[config.mk]
export PLATFORM = sky130hd
export DESIGN_NAME = fir_interpolator_x2_x4_flat
export DESIGN_NICKNAME = d
export VERILOG_FILES = /design/src/rtl/firi_pkg.sv /design/src/rtl/firi_if.sv /design/src/rtl/fir_interpolator_x2_x4.sv /design/src/flat_wrapper.sv
export SDC_FILE = /design/constraint.sdc
export NUM_CORES = 2
export LEC_CHECK = 0
export BUFFER_PORTS_ARGS = -buffer_cell sky130_fd_sc_hd__clkbuf_2
export CORE_MARGIN = 1.5
export CORE_UTILIZATION = 57
export DETAILED_ROUTE_END_ITERATION = 7
export PLACE_DENSITY_LB_ADDON = 0.2
export SETUP_SLACK_MARGIN = 0.2
export SLEW_MARGIN = 5
export SYNTH_ARGS = -nofsm -noshare
export SYNTH_HDL_FRONTEND = slang
export SYNTH_SLANG_ARGS = --single-unit
export TNS_END_PERCENT = 10
[constraint.sdc]
create_clock -name clock -period 7.3 [get_ports clock]
set_input_delay 0.365 -clock clock [delete_from_list [all_inputs] [get_ports clock]]
set_output_delay 0.365 -clock clock [all_outputs]
set_load 0.1 [all_outputs]
[src/rtl/firi_pkg.sv]
// ----------------------------------------------------------------------------
// firi_pkg : shared types and constants of the stereo FIR interpolator
// Field widths, mode and request codes, fixed-point constants and the
// sequencer state type.
// ----------------------------------------------------------------------------
package firi_pkg;

   // Field widths
   localparam int SAMPLE_W     = 24;
   localparam int COEF_W       = 18;
   localparam int COEF_INDEX_W = 6;
   localparam int PHASE_W      = 2;
   localparam int MODE_W       = 2;

   // Full-precision product of a Q1.23 sample and a Q1.17 tap
   localparam int PROD_W = SAMPLE_W + COEF_W;

   // Rounding back to Q1.23: add half an LSB, then drop 17 bits
   localparam int ROUND_SHIFT = 17;
   localparam int ROUND_BIAS  = 1 << (ROUND_SHIFT - 1);

   // Saturation limits of a 24-bit signed sample
   localparam int SAMPLE_MAX = (1 << (SAMPLE_W - 1)) - 1;
   localparam int SAMPLE_MIN = -(1 << (SAMPLE_W - 1));

   // Oversampling mode register codes (the spare code behaves as pass-through)
   localparam logic [MODE_W-1:0] MODE_PASS = 2'd0;
   localparam logic [MODE_W-1:0] MODE_X2   = 2'd1;
   localparam logic [MODE_W-1:0] MODE_X4   = 2'd2;

   // Request kinds
   localparam logic REQ_COEF   = 1'b0;
   localparam logic REQ_SAMPLE = 1'b1;

   // Coefficient table select
   localparam logic TABLE_X2 = 1'b0;
   localparam logic TABLE_X4 = 1'b1;

   // Sequencer states
   typedef enum logic [1:0] {
      ST_IDLE,
      ST_PASS,
      ST_RUN,
      ST_EMIT
   } state_type;

endpackage

[src/rtl/firi_if.sv]
// ----------------------------------------------------------------------------
// firi_if : valid/ready channels of the stereo FIR interpolator
// Request channel (coefficient writes and stereo samples) and result channel.
// ----------------------------------------------------------------------------
interface firi_req_if;
   logic                                  valid;
   logic                                  ready;
   logic                                  req_type;
   logic                                  coef_table;
   logic [firi_pkg::COEF_INDEX_W-1:0]     coef_index;
   logic signed [firi_pkg::COEF_W-1:0]    coef_value;
   logic signed [firi_pkg::SAMPLE_W-1:0]  sample_left;
   logic signed [firi_pkg::SAMPLE_W-1:0]  sample_right;

   modport source (
      output valid, req_type, coef_table, coef_index, coef_value,
             sample_left, sample_right,
      input  ready
   );
   modport sink (
      input  valid, req_type, coef_table, coef_index, coef_value,
             sample_left, sample_right,
      output ready
   );
endinterface

interface firi_rsp_if;
   logic                                  valid;
   logic                                  ready;
   logic signed [firi_pkg::SAMPLE_W-1:0]  out_left;
   logic signed [firi_pkg::SAMPLE_W-1:0]  out_right;
   logic [firi_pkg::PHASE_W-1:0]          phase_index;
   logic                                  last_of_run;
   logic                                  clipped;

   modport source (
      output valid, out_left, out_right, phase_index, last_of_run, clipped,
      input  ready
   );
   modport sink (
      input  valid, out_left, out_right, phase_index, last_of_run, clipped,
      output ready
   );
endinterface

[src/rtl/fir_interpolator_x2_x4.sv]
// ----------------------------------------------------------------------------
// fir_interpolator_x2_x4 : stereo polyphase FIR interpolator, 1x / 2x / 4x
// Zero-stuffs each stereo sample by the configured factor and, in 2x or 4x
// mode, filters it with the tap table of that mode on one shared multiplier.
// ----------------------------------------------------------------------------
// A coefficient beat produces no result. A sample beat in 1x mode (or the
// spare mode code) is captured and passed straight through the output
// register as a single result. In 2x or 4x mode the block runs F phases;
// each phase sums N tap products per channel, where N is the number of taps
// that phase uses (at most HISTORY_DEPTH). The single 24x18 multiplier
// handles left then right for every tap. The block takes no request beat
// while a run is in progress; a finished result waits in the output
// register, and the next sample is accepted meanwhile. Tap tables are
// undefined until written.
// ----------------------------------------------------------------------------
module fir_interpolator_x2_x4 #(
   parameter int TAPS_2X       = 32,
   parameter int TAPS_4X       = 64,
   parameter int HISTORY_DEPTH = 16
) (
   input  logic                          clock,
   input  logic                          reset,
   input  logic                          csr_wr_en,
   input  logic [firi_pkg::MODE_W-1:0]   csr_wr_data,
   firi_req_if.sink                      req_chan,
   firi_rsp_if.source                    rsp_chan
);
   import firi_pkg::*;

   localparam int TAPS_MAX = (TAPS_2X > TAPS_4X) ? TAPS_2X : TAPS_4X;
   localparam int K_W      = $clog2(TAPS_MAX + 4);
   localparam int CIDX_W   = (K_W > COEF_INDEX_W) ? K_W : COEF_INDEX_W;
   localparam int T2_AW    = $clog2(TAPS_2X);
   localparam int T4_AW    = $clog2(TAPS_4X);
   localparam int HA_W     = $clog2(HISTORY_DEPTH);
   localparam int J_W      = $clog2(HISTORY_DEPTH + 1);
   localparam int ACC_W    = PROD_W + $clog2(HISTORY_DEPTH) + 1;
   localparam int SCL_W    = ACC_W + 2;

   // Round a phase sum to Q1.23 after scaling by the factor; msb is the clip flag
   function automatic logic [SAMPLE_W:0] round_sat(input logic signed [ACC_W-1:0] acc,
                                                   input logic x4);
      logic signed [SCL_W-1:0] scaled;
      logic signed [SCL_W-1:0] rounded;
      logic                    clip;
      logic [SAMPLE_W-1:0]     value;
      scaled  = x4 ? (SCL_W'(acc) <<< 2) : (SCL_W'(acc) <<< 1);
      rounded = (scaled + SCL_W'(ROUND_BIAS)) >>> ROUND_SHIFT;
      clip    = 1'b0;
      value   = rounded[SAMPLE_W-1:0];
      if (rounded > SCL_W'(SAMPLE_MAX)) begin
         clip  = 1'b1;
         value = SAMPLE_W'(SAMPLE_MAX);
      end else if (rounded < SCL_W'(SAMPLE_MIN)) begin
         clip  = 1'b1;
         value = SAMPLE_W'(SAMPLE_MIN);
      end
      return {clip, value};
   endfunction

   // Sequencer state and control
   state_type              state_ff, state_in;
   logic [MODE_W-1:0]      mode_ff;
   logic                   req_accept;
   logic                   sample_beat;
   logic                   coef_beat;
   logic                   filter_mode;
   logic                   is_x4;
   logic                   start_run;
   logic                   load_pass;
   logic                   emit_fire;
   logic                   issue;
   logic                   more_terms;
   logic                   pipe_busy;
   logic                   last_phase;
   logic                   out_free;

   // Phase, tap and history counters
   logic [PHASE_W-1:0]     phase_ff;
   logic [K_W-1:0]         k_ff;
   logic [J_W-1:0]         j_ff;
   logic [K_W-1:0]         ntaps;
   logic [K_W-1:0]         step;

   // History line: circular buffer of {left, right}, newest at head
   logic [2*SAMPLE_W-1:0]  hist_mem [HISTORY_DEPTH];
   logic [HA_W-1:0]        head_ff;
   logic [HA_W-1:0]        head_in;
   logic [J_W-1:0]         fill_ff;
   logic signed [HA_W:0]   hdiff;
   logic [HA_W-1:0]        haddr;

   // Tap tables
   logic signed [COEF_W-1:0] taps2_mem [TAPS_2X];
   logic signed [COEF_W-1:0] taps4_mem [TAPS_4X];
   logic [CIDX_W-1:0]        cidx;

   // MAC pipeline
   logic                     rd_vld_ff;
   logic                     mul_r_ff;
   logic                     prod_vld_ff;
   logic                     prod_ch_ff;
   logic signed [COEF_W-1:0] tap_rd_ff;
   logic [2*SAMPLE_W-1:0]    hist_rd_ff;
   logic                     hist_ok_ff;
   logic signed [SAMPLE_W-1:0] mul_a;
   logic signed [PROD_W-1:0] prod_in;
   logic signed [PROD_W-1:0] prod_ff;
   logic signed [ACC_W-1:0]  acc_left_ff;
   logic signed [ACC_W-1:0]  acc_right_ff;
   logic [SAMPLE_W:0]        res_left;
   logic [SAMPLE_W:0]        res_right;

   // Pass-through capture
   logic signed [SAMPLE_W-1:0] pass_l_ff;
   logic signed [SAMPLE_W-1:0] pass_r_ff;

   // Output register
   logic                       rsp_valid_ff;
   logic signed [SAMPLE_W-1:0] out_left_ff;
   logic signed [SAMPLE_W-1:0] out_right_ff;
   logic [PHASE_W-1:0]         out_phase_ff;
   logic                       out_last_ff;
   logic                       out_clip_ff;

   // Decode of the request beat and mode
   assign req_chan.ready = (state_ff == ST_IDLE);
   assign req_accept  = req_chan.valid && req_chan.ready;
   assign sample_beat = req_accept && (req_chan.req_type == REQ_SAMPLE);
   assign coef_beat   = req_accept && (req_chan.req_type == REQ_COEF);
   assign is_x4       = (mode_ff == MODE_X4);
   assign filter_mode = (mode_ff == MODE_X2) || is_x4;
   assign ntaps       = is_x4 ? K_W'(TAPS_4X) : K_W'(TAPS_2X);
   assign step        = is_x4 ? K_W'(4) : K_W'(2);
   assign more_terms  = (k_ff < ntaps) && (j_ff < J_W'(HISTORY_DEPTH));
   assign pipe_busy   = rd_vld_ff || mul_r_ff || prod_vld_ff;
   assign last_phase  = is_x4 ? (phase_ff == PHASE_W'(3)) : (phase_ff == PHASE_W'(1));
   assign out_free    = !rsp_valid_ff || rsp_chan.ready;
   assign issue       = (state_ff == ST_RUN) && more_terms && !rd_vld_ff;

   // Configuration register
   always_ff @(posedge clock) begin
      if (reset) begin
         mode_ff <= MODE_PASS;
      end else if (csr_wr_en) begin
         mode_ff <= csr_wr_data;
      end
   end

   // State register
   always_ff @(posedge clock) begin
      if (reset) begin
         state_ff <= ST_IDLE;
      end else begin
         state_ff <= state_in;
      end
   end

   // Next state and sequencer strobes
   always_comb begin
      state_in      = state_ff;
      start_run     = 1'b0;
      load_pass     = 1'b0;
      emit_fire     = 1'b0;
      unique case (state_ff)
         ST_IDLE: begin
            if (sample_beat) begin
               if (filter_mode) begin
                  start_run = 1'b1;
                  state_in  = ST_RUN;
               end else begin
                  state_in  = ST_PASS;
               end
            end
         end
         ST_PASS: begin
            if (out_free) begin
               load_pass = 1'b1;
               state_in  = ST_IDLE;
            end
         end
         ST_RUN: begin
            if (!more_terms && !pipe_busy) begin
               state_in = ST_EMIT;
            end
         end
         ST_EMIT: begin
            if (out_free) begin
               emit_fire = 1'b1;
               state_in  = last_phase ? ST_IDLE : ST_RUN;
            end
         end
         default: state_in = ST_IDLE;
      endcase
   end

   // Phase / tap index / history age counters
   always_ff @(posedge clock) begin
      if (start_run) begin
         phase_ff <= '0;
         k_ff     <= '0;
         j_ff     <= '0;
      end else if (emit_fire && !last_phase) begin
         phase_ff <= phase_ff + 1'b1;
         k_ff     <= K_W'(phase_ff + 1'b1);
         j_ff     <= '0;
      end else if (issue) begin
         k_ff     <= k_ff + step;
         j_ff     <= j_ff + 1'b1;
      end
   end

   // History pointer arithmetic: age j lives at head - j (mod depth)
   assign head_in = (head_ff == HA_W'(HISTORY_DEPTH - 1)) ? '0 : head_ff + 1'b1;
   always_comb begin
      hdiff = $signed({1'b0, head_ff}) - $signed({1'b0, j_ff[HA_W-1:0]});
      if (hdiff < 0) begin
         haddr = HA_W'(hdiff + (HA_W + 1)'(HISTORY_DEPTH));
      end else begin
         haddr = HA_W'(hdiff);
      end
   end

   // Head pointer and fill count; entries older than the fill count read as zero
   always_ff @(posedge clock) begin
      if (reset) begin
         head_ff <= '0;
         fill_ff <= '0;
      end else if (sample_beat) begin
         head_ff <= head_in;
         if (fill_ff != J_W'(HISTORY_DEPTH)) begin
            fill_ff <= fill_ff + 1'b1;
         end
      end
   end

   // History memory
   always_ff @(posedge clock) begin
      if (sample_beat) begin
         hist_mem[head_in] <= {req_chan.sample_left, req_chan.sample_right};
      end
      if (issue) begin
         hist_rd_ff <= hist_mem[haddr];
         hist_ok_ff <= (j_ff < fill_ff);
      end
   end

   // Tap tables; out-of-range writes are dropped
   assign cidx = CIDX_W'(req_chan.coef_index);

   always_ff @(posedge clock) begin
      if (coef_beat && (req_chan.coef_table == TABLE_X2) && (cidx < CIDX_W'(TAPS_2X))) begin
         taps2_mem[cidx[T2_AW-1:0]] <= req_chan.coef_value;
      end
      if (coef_beat && (req_chan.coef_table == TABLE_X4) && (cidx < CIDX_W'(TAPS_4X))) begin
         taps4_mem[cidx[T4_AW-1:0]] <= req_chan.coef_value;
      end
      if (issue) begin
         tap_rd_ff <= is_x4 ? taps4_mem[k_ff[T4_AW-1:0]] : taps2_mem[k_ff[T2_AW-1:0]];
      end
   end

   // MAC pipeline control: read, multiply left, multiply right, accumulate
   always_ff @(posedge clock) begin
      if (reset) begin
         rd_vld_ff   <= 1'b0;
         mul_r_ff    <= 1'b0;
         prod_vld_ff <= 1'b0;
      end else begin
         rd_vld_ff   <= issue;
         mul_r_ff    <= rd_vld_ff;
         prod_vld_ff <= rd_vld_ff || mul_r_ff;
      end
   end

   // Shared multiplier: left channel first after a read, then right
   always_comb begin
      if (!hist_ok_ff) begin
         mul_a = '0;
      end else if (mul_r_ff) begin
         mul_a = hist_rd_ff[SAMPLE_W-1:0];
      end else begin
         mul_a = hist_rd_ff[2*SAMPLE_W-1:SAMPLE_W];
      end
   end
   assign prod_in = PROD_W'(mul_a) * PROD_W'(tap_rd_ff);

   always_ff @(posedge clock) begin
      prod_ff    <= prod_in;
      prod_ch_ff <= mul_r_ff;
   end

   // Accumulators, cleared at the start of every phase
   always_ff @(posedge clock) begin
      if (start_run || emit_fire) begin
         acc_left_ff  <= '0;
         acc_right_ff <= '0;
      end else if (prod_vld_ff) begin
         if (prod_ch_ff) begin
            acc_right_ff <= acc_right_ff + ACC_W'(prod_ff);
         end else begin
            acc_left_ff  <= acc_left_ff + ACC_W'(prod_ff);
         end
      end
   end

   assign res_left  = round_sat(acc_left_ff, is_x4);
   assign res_right = round_sat(acc_right_ff, is_x4);

   // Pass-through sample capture
   always_ff @(posedge clock) begin
      if (sample_beat) begin
         pass_l_ff <= req_chan.sample_left;
         pass_r_ff <= req_chan.sample_right;
      end
   end

   // Output register
   always_ff @(posedge clock) begin
      if (reset) begin
         rsp_valid_ff <= 1'b0;
      end else if (load_pass || emit_fire) begin
         rsp_valid_ff <= 1'b1;
      end else if (rsp_chan.ready) begin
         rsp_valid_ff <= 1'b0;
      end
   end

   always_ff @(posedge clock) begin
      if (load_pass) begin
         out_left_ff  <= pass_l_ff;
         out_right_ff <= pass_r_ff;
         out_phase_ff <= '0;
         out_last_ff  <= 1'b1;
         out_clip_ff  <= 1'b0;
      end else if (emit_fire) begin
         out_left_ff  <= res_left[SAMPLE_W-1:0];
         out_right_ff <= res_right[SAMPLE_W-1:0];
         out_phase_ff <= phase_ff;
         out_last_ff  <= last_phase;
         out_clip_ff  <= res_left[SAMPLE_W] || res_right[SAMPLE_W];
      end
   end

   assign rsp_chan.valid       = rsp_valid_ff;
   assign rsp_chan.out_left    = out_left_ff;
   assign rsp_chan.out_right   = out_right_ff;
   assign rsp_chan.phase_index = out_phase_ff;
   assign rsp_chan.last_of_run = out_last_ff;
   assign rsp_chan.clipped     = out_clip_ff;

endmodule
[src/flat_wrapper.sv]
// flat-port wrapper written by rule: the top's interface ports become plain ports
module fir_interpolator_x2_x4_flat import firi_pkg::*;
#(
   parameter int TAPS_2X       = 32,
   parameter int TAPS_4X       = 64,
   parameter int HISTORY_DEPTH = 16
)
  (clock, reset, csr_wr_en, csr_wr_data, req_chan_valid, req_chan_req_type, req_chan_coef_table, req_chan_coef_index, req_chan_coef_value, req_chan_sample_left, req_chan_sample_right, req_chan_ready, rsp_chan_valid, rsp_chan_out_left, rsp_chan_out_right, rsp_chan_phase_index, rsp_chan_last_of_run, rsp_chan_clipped, rsp_chan_ready);
  firi_req_if req_chan_i ();
  firi_rsp_if rsp_chan_i ();
  input  logic clock;
  input  logic reset;
  input  logic csr_wr_en;
  input  logic [firi_pkg::MODE_W-1:0] csr_wr_data;
  input wire logic [$bits(req_chan_i.valid)-1:0] req_chan_valid;
  input wire logic [$bits(req_chan_i.req_type)-1:0] req_chan_req_type;
  input wire logic [$bits(req_chan_i.coef_table)-1:0] req_chan_coef_table;
  input wire logic [$bits(req_chan_i.coef_index)-1:0] req_chan_coef_index;
  input wire logic [$bits(req_chan_i.coef_value)-1:0] req_chan_coef_value;
  input wire logic [$bits(req_chan_i.sample_left)-1:0] req_chan_sample_left;
  input wire logic [$bits(req_chan_i.sample_right)-1:0] req_chan_sample_right;
  output wire logic [$bits(req_chan_i.ready)-1:0] req_chan_ready;
  output wire logic [$bits(rsp_chan_i.valid)-1:0] rsp_chan_valid;
  output wire logic [$bits(rsp_chan_i.out_left)-1:0] rsp_chan_out_left;
  output wire logic [$bits(rsp_chan_i.out_right)-1:0] rsp_chan_out_right;
  output wire logic [$bits(rsp_chan_i.phase_index)-1:0] rsp_chan_phase_index;
  output wire logic [$bits(rsp_chan_i.last_of_run)-1:0] rsp_chan_last_of_run;
  output wire logic [$bits(rsp_chan_i.clipped)-1:0] rsp_chan_clipped;
  input wire logic [$bits(rsp_chan_i.ready)-1:0] rsp_chan_ready;
  assign req_chan_i.valid = req_chan_valid;
  assign req_chan_i.req_type = req_chan_req_type;
  assign req_chan_i.coef_table = req_chan_coef_table;
  assign req_chan_i.coef_index = req_chan_coef_index;
  assign req_chan_i.coef_value = req_chan_coef_value;
  assign req_chan_i.sample_left = req_chan_sample_left;
  assign req_chan_i.sample_right = req_chan_sample_right;
  assign req_chan_ready = req_chan_i.ready;
  assign rsp_chan_valid = rsp_chan_i.valid;
  assign rsp_chan_out_left = rsp_chan_i.out_left;
  assign rsp_chan_out_right = rsp_chan_i.out_right;
  assign rsp_chan_phase_index = rsp_chan_i.phase_index;
  assign rsp_chan_last_of_run = rsp_chan_i.last_of_run;
  assign rsp_chan_clipped = rsp_chan_i.clipped;
  assign rsp_chan_i.ready = rsp_chan_ready;
  fir_interpolator_x2_x4 #(.TAPS_2X(TAPS_2X), .TAPS_4X(TAPS_4X), .HISTORY_DEPTH(HISTORY_DEPTH)) u_core (.clock(clock), .reset(reset), .csr_wr_en(csr_wr_en), .csr_wr_data(csr_wr_data), .req_chan(req_chan_i), .rsp_chan(rsp_chan_i));
endmodule
==> Word-level counts from Yosys, hierarchy flattened <==
Memories as Yosys holds them, arrays and structs flattened. A register that Yosys moved wholly into a read port is not among the register bits.
Cells that the tools add are included.
Widths: inputs -> output; s select.
{ "word_totals": {"register_bits": 287, "memories": 3, "in_bits": 81, "mem_bits_rw": 2496, "output_inout_bits": 54, "word_cells": 148} }
{ "memory_table": {"columns": ["memory", "depth", "width", "rd", "rd_clocked_by_memory_dff", "wr", "line_no", "source"], "rows": [
  ["u_core.taps4_mem", 64, 18, 1, 1, 1, "fir_interpolator_x2_x4.sv:95", "logic signed [COEF_W-1:0] taps4_mem [TAPS_4X];"],
  ["u_core.hist_mem", 16, 48, 1, 1, 1, "fir_interpolator_x2_x4.sv:86", "logic [2*SAMPLE_W-1:0] hist_mem [HISTORY_DEPTH];"],
  ["u_core.taps2_mem", 32, 18, 1, 1, 1, "fir_interpolator_x2_x4.sv:94", "logic signed [COEF_W-1:0] taps2_mem [TAPS_2X];"]
]} }
{ "op_classes": {"order_cmp": 10, "n_addsub": 12, "multipliers": 1, "n_eq_ne": 13, "n_reduce_logical": 33, "n_bitwise": 3, "mux": 49} }
{ "ops": {"columns": ["operator", "count"], "rows": [
  ["$mux 24", 10],
  ["$add 49x18->49 const B", 2],
  ["$mux 48", 2],
  ["$add 47x42->47", 2],
  ["$gt 32x24->1 const B", 2],
  ["$lt 32x24->1 const B", 2],
  ["$mul 24x18->42", 1],
  ["$mux 7", 3],
  ["$mux 1", 19],
  ["$mux 18", 1],
  ["$logic_and 1x1->1", 12],
  ["$mux 2", 6],
  ["$mux 6", 2],
  ["$add 5x1->5 const B", 2],
  ["$mux 5", 2],
  ["$add 4x1->4 const B", 2],
  ["$eq 2x2->1 const B", 4],
  ["$mux 4", 2],
  ["$pmux 2 s4", 1],
  ["$add 7x7->7", 1],
  ["$logic_or 1x1->1", 7],
  ["$lt 6x7->1 const B", 1],
  ["$lt 7x7->1", 1],
  ["$eq 2x1->1 const B", 3],
  ["19 further kinds", 31]
]} }

==> Longest topological paths before layout <==
{ "logic_depth": {"depth_word": 10, "mapped_depth": 30} }

==> Least setup slack after synthesis <==
No wires, ideal clock.
{ "synth_timing": {"path_kind": "register to register", "start": "register u_core.mul_r_ff", "end": "register u_core.prod_ff[30]", "arrival_ps": 7344, "slack_ps": -115, "path_stages_with_launch": 30, "cell_sequence": "dfxtp_1 > clkbuf_1 > clkbuf_1 > mux2i_1 > nor2b_1 > clkbuf_1 > clkbuf_1 > nand2_1 > fa_1 > inv_1 > fa_1 > inv_1 > fa_1 > inv_1 > fa_1 > fa_1 > inv_1 > fa_1 > inv_1 > ha_1 > and4_1 > and4_1 > a21bo_2 > o221ai_1 > a21oi_1 > o21bai_1 > a21oi_1 > o31a_1 > o21ai_0 > xor2_1"} }
{ "synth_via": {"elab_chain_len": 3} }
{ "synth_lines": {"columns": ["item", "line_no", "source"], "rows": [
  ["start: declaration", "fir_interpolator_x2_x4.sv:100", "logic mul_r_ff;"],
  ["start signal: assignment", "fir_interpolator_x2_x4.sv:271", "mul_r_ff <= rd_vld_ff;"],
  ["$mux 24", "fir_interpolator_x2_x4.sv:280", "end else if (mul_r_ff) begin"],
  ["$mux 24", "fir_interpolator_x2_x4.sv:278", "if (!hist_ok_ff) begin"],
  ["$mul 24x18->42", "fir_interpolator_x2_x4.sv:286", "assign prod_in = PROD_W'(mul_a) * PROD_W'(tap_rd_ff);"],
  ["named net u_core.prod_in[30]", "fir_interpolator_x2_x4.sv:107", "logic signed [PROD_W-1:0] prod_in;"],
  ["end signal: assignment", "fir_interpolator_x2_x4.sv:289", "prod_ff <= prod_in;"],
  ["end: declaration", "fir_interpolator_x2_x4.sv:108", "logic signed [PROD_W-1:0] prod_ff;"]
]} }
The timed path passes the listed nets, and every way through them passes these cells.
A chain may end at the register's enable or synchronous reset.

==> Final worst setup path <==
Same ends and word-level chain as after synthesis.

==> key figures <==
GRT
  – All-Layer GR Usage: 29.0%
  – Vias in the first global route: 72,200
  – GR peak layer: met2
  – First-pass GRT wire length: 487,000 um
  – Pin count of the biggest net entering global routing: 114
  – Met3 Usage GRT: 3.87%
  – Initial antenna violation count: 13
  – Met2 Resource Use GR: 47.0%
  – Total gr overflow: 0
  – Grt met1 use: 40.5%

Run
  – Max-cap viol count: 0

Synthesis
  – Post-synthesis sequential area ratio: 63.9%
  – FFs w/ async S/R, synth: 0%
  – #FFs+latches synth: 2,837
  – Synthesized instance count: 7,862
  – Syn_area_per_cell: 16.6 um^2
  – Top FF cell, synth: edfxtp_1
  – Warnings from Yosys: 0
  – Cell variety after synth: 97
  – Synth Cell Area: 130,000 um^2
  – Synthesized Nets: 8,591
  – Post-synth EDFFs: 2,659

Clock network
  – Clock buffer depth: 4
  – Number of H-tree levels: 5
  – CTS tree: yes
  – Root buffer cell: clkbuf_16
  – TritonCTS buffer count: 304
  – Clock Sinks: 2,837
  – Worst-skew pair later-pin latency: 0.96 ns
  – Clock slew at reported path FFs: 0.07 ns

Setup path
  – Critical path startpoint category: flop
  – Worst EP required: 8.10 ns
  – Critical path's largest stage delay: 0.58 ns
  – Critical Path Slowest Stage Cell: fa_1
  – Maximum fanout along the worst path: 17
  – Crit path DAT: 7.70 ns
  – Crit-path most repeated cell: fa_1
  – Critical path endpoint category: flop
  – Setup Crit Path Kind: reg2reg

Placement
  – Gpl congestion: 0.911
  – Pre-CTS WS: 0.131 ns
  – Dpl cell area: 136,000 um^2
  – Final HPWL DP: 209,000 um
  – PortBufs: 134

Pwr
  – Leakage power total: 0.0497 uW
  – Worst vdd ir: 0.453 mV
  – Internal: 35,700 uW
  – Net Switching: 19,400 uW
  – Clock share of power: 26.4%
  – Switching Share: 35.1%
  – Flop pwr share: 34.9%
  – PwrDens: 378 nW/um^2
  – Logic pwr share: 38.8%

Detailed routing
  – Iteration-0 DRC Markers: 7,448
  – Per-cell routed wire length: 29.1 um
  – DRC: 0
  – Final wirelength: 333,000 um
  – Post-route ant nets: 0
  – Routed vias/inst: 6.30
  – DR vias: 72,000
  – Drt pass-1 iters: 5

Die
  – Die area: 232,000 um^2
  – Io pins: 135
  – Initial Util: 57.3%
  – Die width: 481 um
  – Die height: 481 um
  – Core Region: 227,000 um^2
  – Number of core rows: 175

Timing
  – Hold Slack: 0.0887 ns
  – Fin Setup TNS: 0 ns
  – Final Setup Violations: 0
  – RSZ-0062 raised after global routing: yes
  – Final worst slack: 0.401 ns
  – Fin crit share: 94.5%
  – Clock skew: 0.0935 ns
  – Period minus WS final: 6.90 ns
  – Worst slew pin tran: 1.25 ns
  – Final Hold Viols: 0
  – Slew Limit Headroom: 16.3%
  – Pins Over Slew Limit: 0
  – Fmax achieved: 145 MHz

Hold path
  – HP Class: in2reg

Cells and area
  – FILL cells: 15,700
  – Post-route core utilization: 64.2%
  – Share of layout cells above drive strength 1: 20.4%
  – Syn-to-layout area delta: 11.9%
  – Nets: 8,939
  – Final instance area: 146,000 um^2

Outcome
  – Status: completed
==> layout make-up <==
type / count / area (um^2) / share of cell area [%]
multi-input combinational: 4053 / 43800 / 30.0
clock inverter: 138 / 1190 / 0.813
sequential: 2837 / 83400 / 57.2
timing repair buffer: 450 / 3600 / 2.46
clock buffer: 377 / 8030 / 5.50
inverter: 564 / 2120 / 1.45
tap: 3009 / 3760 / 2.58
antenna: 11 / 27.5 / 0.0189
==> per-layer routing <==
layer | part of all wire, % | wire length [um]
met5 | 0.025 | 84
met1 | 40 | 132000
met4 | 4.1 | 13800
met3 | 7.0 | 23300
met2 | 49 | 163000
==> stage by stage <==
| stage | std cells | power [uW] |
|---|---|---|
| 2_1_floorplan | 7862 | 33600 |
| 3_3_place_gp | 10800 | 40200 |
| 3_5_place_dp | 10800 | 40400 |
| 4_1_cts | 11400 | 55000 |
| 5_1_grt | 11400 | 57700 |
| 6_report | 11400 | 55100 |
==> registers in the layout, summed over array words and instances (netlist names), 2 cells and up, named ones only <==
| signal | cells |
|---|---|
| u_core.acc_right_ff | 47 |
| u_core.phase_ff | 2 |
| u_core.taps2_mem | 576 |
| u_core.head_ff | 4 |
| u_core.hist_mem | 768 |
| u_core.prod_ff | 42 |
| u_core.mode_ff | 2 |
| u_core.rsp_chan.phase_index | 2 |
| u_core.pass_r_ff | 24 |
| u_core.acc_left_ff | 47 |
| u_core.fill_ff | 5 |
| u_core.state_ff | 2 |
| u_core.taps4_mem | 1152 |
| u_core.tap_rd_ff | 18 |
| u_core.j_ff | 5 |
| u_core.rsp_chan.out_right | 24 |
| u_core.hist_rd_ff | 48 |
| u_core.k_ff | 7 |
| u_core.rsp_chan.out_left | 24 |
| u_core.pass_l_ff | 24 |
==> timing repair <==
| item | in CTS | in global routing |
|---|---|---|
| cloned | 0 | 3 |
| gates resized for setup | 5 | 41 |
| setup endpoints to repair | 3 | 14 |
| pin swaps | 0 | 6 |
| endpoints found under the hold margin | 830 | 0 |
| setup buffers | 0 | 30 |
| hold buffers | 55 | 0 |
==> synthesized netlist by cell type, drive strengths merged, types with 10 or more instances <==
cell	instances	area, um^2
mux2i	82	825
xnor2	101	885
mux2	11	124
o21a	13	97.6
nor3	58	295
a21boi	14	105
o21ai	137	686
o22a	23	201
nand2b	26	163
nor2b	59	369
nor4	11	75.1
buf	99	472
and3	21	131
a311oi	11	103
nand2	669	2510
a211oi	83	636
and4	12	105
fa	429	8590
nor3b	10	86.3
or3	13	81.3
edfxtp	2659	79800
nor2	322	1210
xor2	66	578
a2111oi	10	120
a21oi	259	1300
o211ai	17	128
mux4	750	16900
nand3	82	415
and2	213	1330
a21o	71	533
clkbuf	309	1160
nand4	45	282
ha	219	2740
inv	562	2110
dfxtp	178	3560
o21bai	22	165
a31oi	72	450
==> power by group through the flow <==
| stage | logic (uW) | registers (uW) | clock network [uW] |
|---|---|---|---|
| after CTS | 21100 | 19200 | 14700 |
| after global routing | 23200 | 19200 | 15300 |
| after floorplan | 14300 | 19300 | 0 |
| final | 21400 | 19200 | 14500 |
| after detailed placement | 20900 | 19600 | 0 |
| after global placement | 20700 | 19500 | 0 |
==> path summary, 6_finish.rpt <==
path	startpoint	cells past startpoint	end	slack [ns]
hold / removal	req_chan_coef_value[7]	1	u_core.taps4_mem[43][7]	0.09
setup reg to reg	u_core.mul_r_ff	27	u_core.prod_ff[30]	0.40
setup / recovery	u_core.mul_r_ff	27	u_core.prod_ff[30]	0.40
hold reg to reg	u_core.acc_left_ff[12]	2	u_core.acc_left_ff[12]	0.46
==> critical path: cells and delay by family (launching register included) <==
family,cells,cell delay [ns]
adder cells (fa/ha/maj),7,3.35
flip-flops,1,0.43
AO/OA/AOI/OAI,7,1.24
buffers and inverters,7,0.73
AND/OR/NAND/NOR,4,0.69
XOR/XNOR,1,0.16
multiplexers,1,0.22
==> placed cells by master (no fill, tap or decap), drive strengths merged, types with 22 or more instances in the layout <==
cell / netlist / final
a211oi: 83 / 83
a21o: 71 / 71
a21oi: 259 / 259
a31oi: 72 / 72
and2: 213 / 213
buf: 99 / 277
clkbuf: 309 / 495
clkinv: 2 / 111
dfxtp: 178 / 178
dlygate4sd3: 0 / 55
edfxtp: 2659 / 2659
fa: 429 / 429
ha: 219 / 219
inv: 562 / 568
mux2i: 82 / 82
mux4: 750 / 750
nand2: 669 / 669
nand2b: 26 / 26
nand3: 82 / 82
nand4: 45 / 45
nor2: 322 / 322
nor2b: 59 / 59
nor3: 58 / 58
o21ai: 137 / 137
o21bai: 22 / 22
o22a: 23 / 23
xnor2: 101 / 101
xor2: 66 / 66
==> cell families after synthesis <==
| family | synth area share [%] |
|---|---|
| AO/OA/AOI/OAI | 4.06 |
| multiplexers | 13.7 |
| flip-flops | 63.9 |
| XOR/XNOR | 1.12 |
| adder cells (fa/ha/maj) | 8.68 |
| buffers and inverters | 2.88 |
| AND/OR/NAND/NOR | 5.64 |
Power figures use the tool's default switching activity.
